$ cat config.mk
export PLATFORM = sky130hd
export DESIGN_NAME = bis_cell
export DESIGN_NICKNAME = d
export VERILOG_FILES = /design/src/rtl/bis_pkg.sv /design/src/rtl/bis_cell.sv
export SDC_FILE = /design/constraint.sdc
export NUM_CORES = 1
export LEC_CHECK = 0
export BUFFER_PORTS_ARGS = -buffer_cell sky130_fd_sc_hd__buf_2
export CAP_MARGIN = 5
export CORE_UTILIZATION = 41
export DETAILED_ROUTE_END_ITERATION = 7
export PLACE_DENSITY = 0.77
export SLEW_MARGIN = 20
export SYNTH_ARGS = -nofsm -noshare
export SYNTH_HDL_FRONTEND = slang
export SYNTH_SLANG_ARGS = --single-unit
$ cat constraint.sdc
create_clock -name clk -period 2.7 [get_ports clk]
set_input_delay 0 -clock clk [delete_from_list [all_inputs] [get_ports clk]]
set_output_delay 0 -clock clk [all_outputs]
set_load 0.05 [all_outputs]
$ cat src/rtl/bis_pkg.sv
// bis_pkg: shared types for the binary insertion sorter
package bis_pkg;

	// sequencer states, one-hot
	typedef enum logic [1:0] {
		ST_FILL  = 2'b01,
		ST_DRAIN = 2'b10
	} bis_state_t;

	// per-cycle command broadcast to every cell of the chain
	typedef struct packed {
		logic ins;   // place the broadcast value into the chain
		logic shift; // move every entry one place toward cell zero
	} bis_cmd_t;

endpackage

$ cat src/rtl/bis_cell.sv
// bis_cell: one compare-and-shift cell of the sorting chain
module bis_cell import bis_pkg::*; #(
	parameter int VALUE_WIDTH = 32
) (
	input  logic                   clk,
	input  logic                   arst_n,
	input  bis_cmd_t               cmd,
	input  logic [VALUE_WIDTH-1:0] new_value,
	input  logic [VALUE_WIDTH-1:0] left_value,
	input  logic                   left_occ,
	input  logic                   left_gt,
	input  logic [VALUE_WIDTH-1:0] right_value,
	input  logic                   right_occ,
	output logic [VALUE_WIDTH-1:0] value_q,
	output logic                   occ_q,
	output logic                   gt
);

	// an empty cell counts as larger than any value
	assign gt = !occ_q || ($signed(value_q) > $signed(new_value));

	// occupancy
	always_ff @(posedge clk or negedge arst_n) begin
		if (!arst_n) begin
			occ_q <= 1'b0;
		end else if (cmd.shift) begin
			occ_q <= right_occ;
		end else if (cmd.ins && gt) begin
			occ_q <= left_gt ? left_occ : 1'b1;
		end
	end

	// stored value
	always_ff @(posedge clk) begin
		if (cmd.shift) begin
			value_q <= right_value;
		end else if (cmd.ins && gt) begin
			value_q <= left_gt ? left_value : new_value;
		end
	end

endmodule
==> results.txt <==
Multi-input logic area -> 1400 µm²
CP endpoint kind -> output pin
Synth unique cells -> 30
Post-CTS setup buffer count -> 0
CP cell instances -> ha_1 -> nand4_2 -> nor4_1 -> o31ai_1 -> a31oi_1 -> nand2b_1 -> buf_2
Share of layout cells above drive strength 1 -> 0.367
Avg Synthesized Cell Area -> 9.53 µm²
XOR/XNOR share of the synthesized area -> 0
Net Count, Synth -> 400
Die Wd -> 80.5 µm
Crit start category -> register
Crit path buf inv count -> 1
Final period util -> 0.939
WP data arrival -> 2.53 ns
Clock tree from TritonCTS -> built
WL/cell -> 13.1 µm
Critical path depth -> 7
DR iter-0 viols -> 79
Final Wtd Congestion -> 0.807
Vias in the first global route -> 2,400
Initial antenna violation count -> 0
DRT Wirelength -> 6400 µm
Core Area -> 5920 µm²
Reg clk slew, reported paths -> 0.07 ns
Global-route wire length before repair -> 9960 µm
Synth Area in Adders -> 0.158
Worst reg2reg path endpoint -> value_q[3]
Initial core utilization -> 0.427
Min-Delay Path Class -> in2reg
Data required, critical path -> 2.70 ns
Ys Warns -> 0
Synthesized area -> 2530 µm²
TritonCTS Buffers -> 5
1st-pass router iterations -> 4
Crit path max fanout -> 5
Post-route setup TNS -> 0 ns
Slowest cell delay on critical path -> 0.49 ns
Max clock buf depth -> 2
Seq/Total Area, Yosys -> 0.390
DP HPWL -> 5080 µm
Synthesized instance count -> 265
Yosys reg bits -> 33
Worst setup endpoint -> gt
Tmin final -> 2.53 ns
Die Ht -> 80.5 µm
R2R cell count -> 6
Peak VDD IR -> 218 µV
Slowest cell on the critical path -> nor4_1
# DRC -> 0
R2R Setup Slk -> 0.22 ns
Setup Skew -> 0.00632 ns
Number of placement rows -> 28
Fill count -> 529
Largest net degree at the start of global routing -> 40
RSZ-0062 raised after global routing -> false
Port bufs -> 136
Final Power -> 1.67 mW
Simple-Gate Fraction of Synth Area -> 0.116
Post-synthesis mux area share -> 0.127
Largest family of logic cells by synthesized area -> adder cells
Final net count -> 546
CTS HTree Levels -> 2
# Max-Cap Violations -> 0
Clk root buf -> clkbuf_8
Fin. Hold Viols -> 0
Congestion Overflow GR -> 0
CP startpoint -> value_q[31]
Synth Area in Compound Gates -> 0.143
Crit path kind -> reg2out
# IOs -> 137
P&R area growth vs syn -> 38.0%
Tot GR Track Use -> 0.201
ANT cells -> 0
Max Slew Vio Count -> 0
Pleak -> 1.82 nW
Worst-Skew Late Latency -> 0.28 ns
Rel. slew slack -> 0.585
Final setup viols -> 0
Delay-heaviest family, CP -> simple AND/OR/NAND/NOR gates
Critical register-to-register path startpoint -> value_q[31]
Post-route ant nets -> 0
Worst-margin pin slew -> 0.623 ns
Register area -> 986 µm²
Via count -> 2,479
Power Density -> 480 nW/µm²
Status -> finished, final reports clean
Die area -> 6480 µm²
Sinks on Clock Net -> 33
Fmax achieved -> 0.395 GHz
Vias per inst -> 5.09
-- cells in the mapped netlist --
library cell / count / share of area
a2111oi_0: 1 / 0.0035
a211oi_1: 1 / 0.0030
a211oi_2: 1 / 0.0050
a21o_1: 3 / 0.0089
a21oi_1: 16 / 0.032
a221o_1: 1 / 0.0040
a31o_1: 1 / 0.0035
a31oi_1: 1 / 0.0025
buf_2: 3 / 0.0059
clkbuf_1: 8 / 0.012
dfrtp_1: 1 / 0.0099
edfxtp_1: 32 / 0.38
ha_1: 32 / 0.16
inv_1: 32 / 0.048
mux2i_1: 32 / 0.13
nand2_1: 38 / 0.056
nand2b_1: 2 / 0.0050
nand3_1: 4 / 0.0079
nand4_1: 7 / 0.017
nand4_2: 2 / 0.0099
nor2_1: 2 / 0.0030
nor2b_1: 1 / 0.0025
nor3_1: 1 / 0.0020
nor3_2: 1 / 0.0040
nor3b_1: 1 / 0.0030
nor4_1: 2 / 0.0050
o211ai_1: 2 / 0.0059
o21a_1: 1 / 0.0030
o21ai_0: 35 / 0.069
o31ai_1: 1 / 0.0030
-- layer usage --
| metal | share of wire | global-route usage | vias up |
|---|---|---|---|
| li1 | - | - | 1257 |
| met5 | 0 | 0 | - |
| met1 | 0.41 | 0.224 | 1123 |
| met3 | 0.071 | 0.0500 | 6 |
| met4 | 0.010 | 0.0696 | 0 |
| met2 | 0.51 | 0.369 | 93 |
-- layout by cell type, fill, tap and decap left out, drive strengths merged, types with 3 or more instances in the layout --
cell type | netlist | final
a21o | 3 | 3
a21oi | 16 | 16
buf | 3 | 139
clkbuf | 8 | 5
clkinv | 0 | 3
dlygate4sd3 | 0 | 10
edfxtp | 32 | 32
ha | 32 | 32
inv | 32 | 32
mux2i | 32 | 32
nand2 | 38 | 38
nand3 | 4 | 4
nand4 | 9 | 9
o21ai | 35 | 35
-- what timing repair did --
| action | 4_1_cts | 5_1_grt |
|---|---|---|
| resized for setup | 0 | 1 |
| endpoints found under the setup margin | 0 | 32 |
| hold buffers | 10 | 0 |
| endpoints found under the hold margin | 10 | 0 |
-- registers in the layout, summed over array words and instances, names as in the netlist --
name     flops
occ_q        1
value_q     32
-- worst min-delay path by stage --
stage / depth (start not counted) / from / endpoint
global placement: 1 / arst_n / occ_q
global route: 3 / right_occ / occ_q
floorplan: 0 / arst_n / occ_q
finish: 3 / right_value[16] / value_q[16]
CTS: 3 / right_occ / occ_q
detailed placement: 1 / arst_n / occ_q
-- area by class of cell --
cell class,count,share of cell area
clock buffer,5,0.0197
clock inverter,3,0.00359
inverter,32,0.0345
multi-input combinational,190,0.402
sequential,33,0.283
tap,75,0.0269
timing repair buffer,149,0.230
-- stage by stage --
step	hold slack [ns]	util	std cells	area, µm²	worst slack (ns)
finish	0.00144	0.589	487	3490	0.166
global route	0.0196	0.589	487	3490	0.0352
CTS	0.00170	0.586	486	3470	0.0918
detailed placement	-0.218	0.555	468	3290	0.101
global placement	-0.224	0.555	468	3290	0.256
floorplan	-0.296	-	265	2530	0.127
-- cell families (layout without fill, tap and decap cells) --
group,count (synthesis),count (layout)
AO/OA/AOI/OAI,64,65
AND/OR/NAND/NOR,61,61
buffers and inverters,43,189
flip-flops,33,33
adder cells (fa/ha/maj),32,32
multiplexers,32,32
-- tightest hold or removal path, cell delays in order --
cell	delay (ns)
buf_2	0.07
nand2_1	0.04
o21ai_0	0.06
-- report_power, final --
group / leakage [nW] / internal (mW) / total (mW) / switching, mW
combinational: 1.44 / 0.224 / 0.653 / 0.428
clock: 0.0430 / 0.174 / 0.355 / 0.181
sequential: 0.341 / 0.636 / 0.667 / 0.0308
Note: power is estimated with default switching activity, not from simulation.
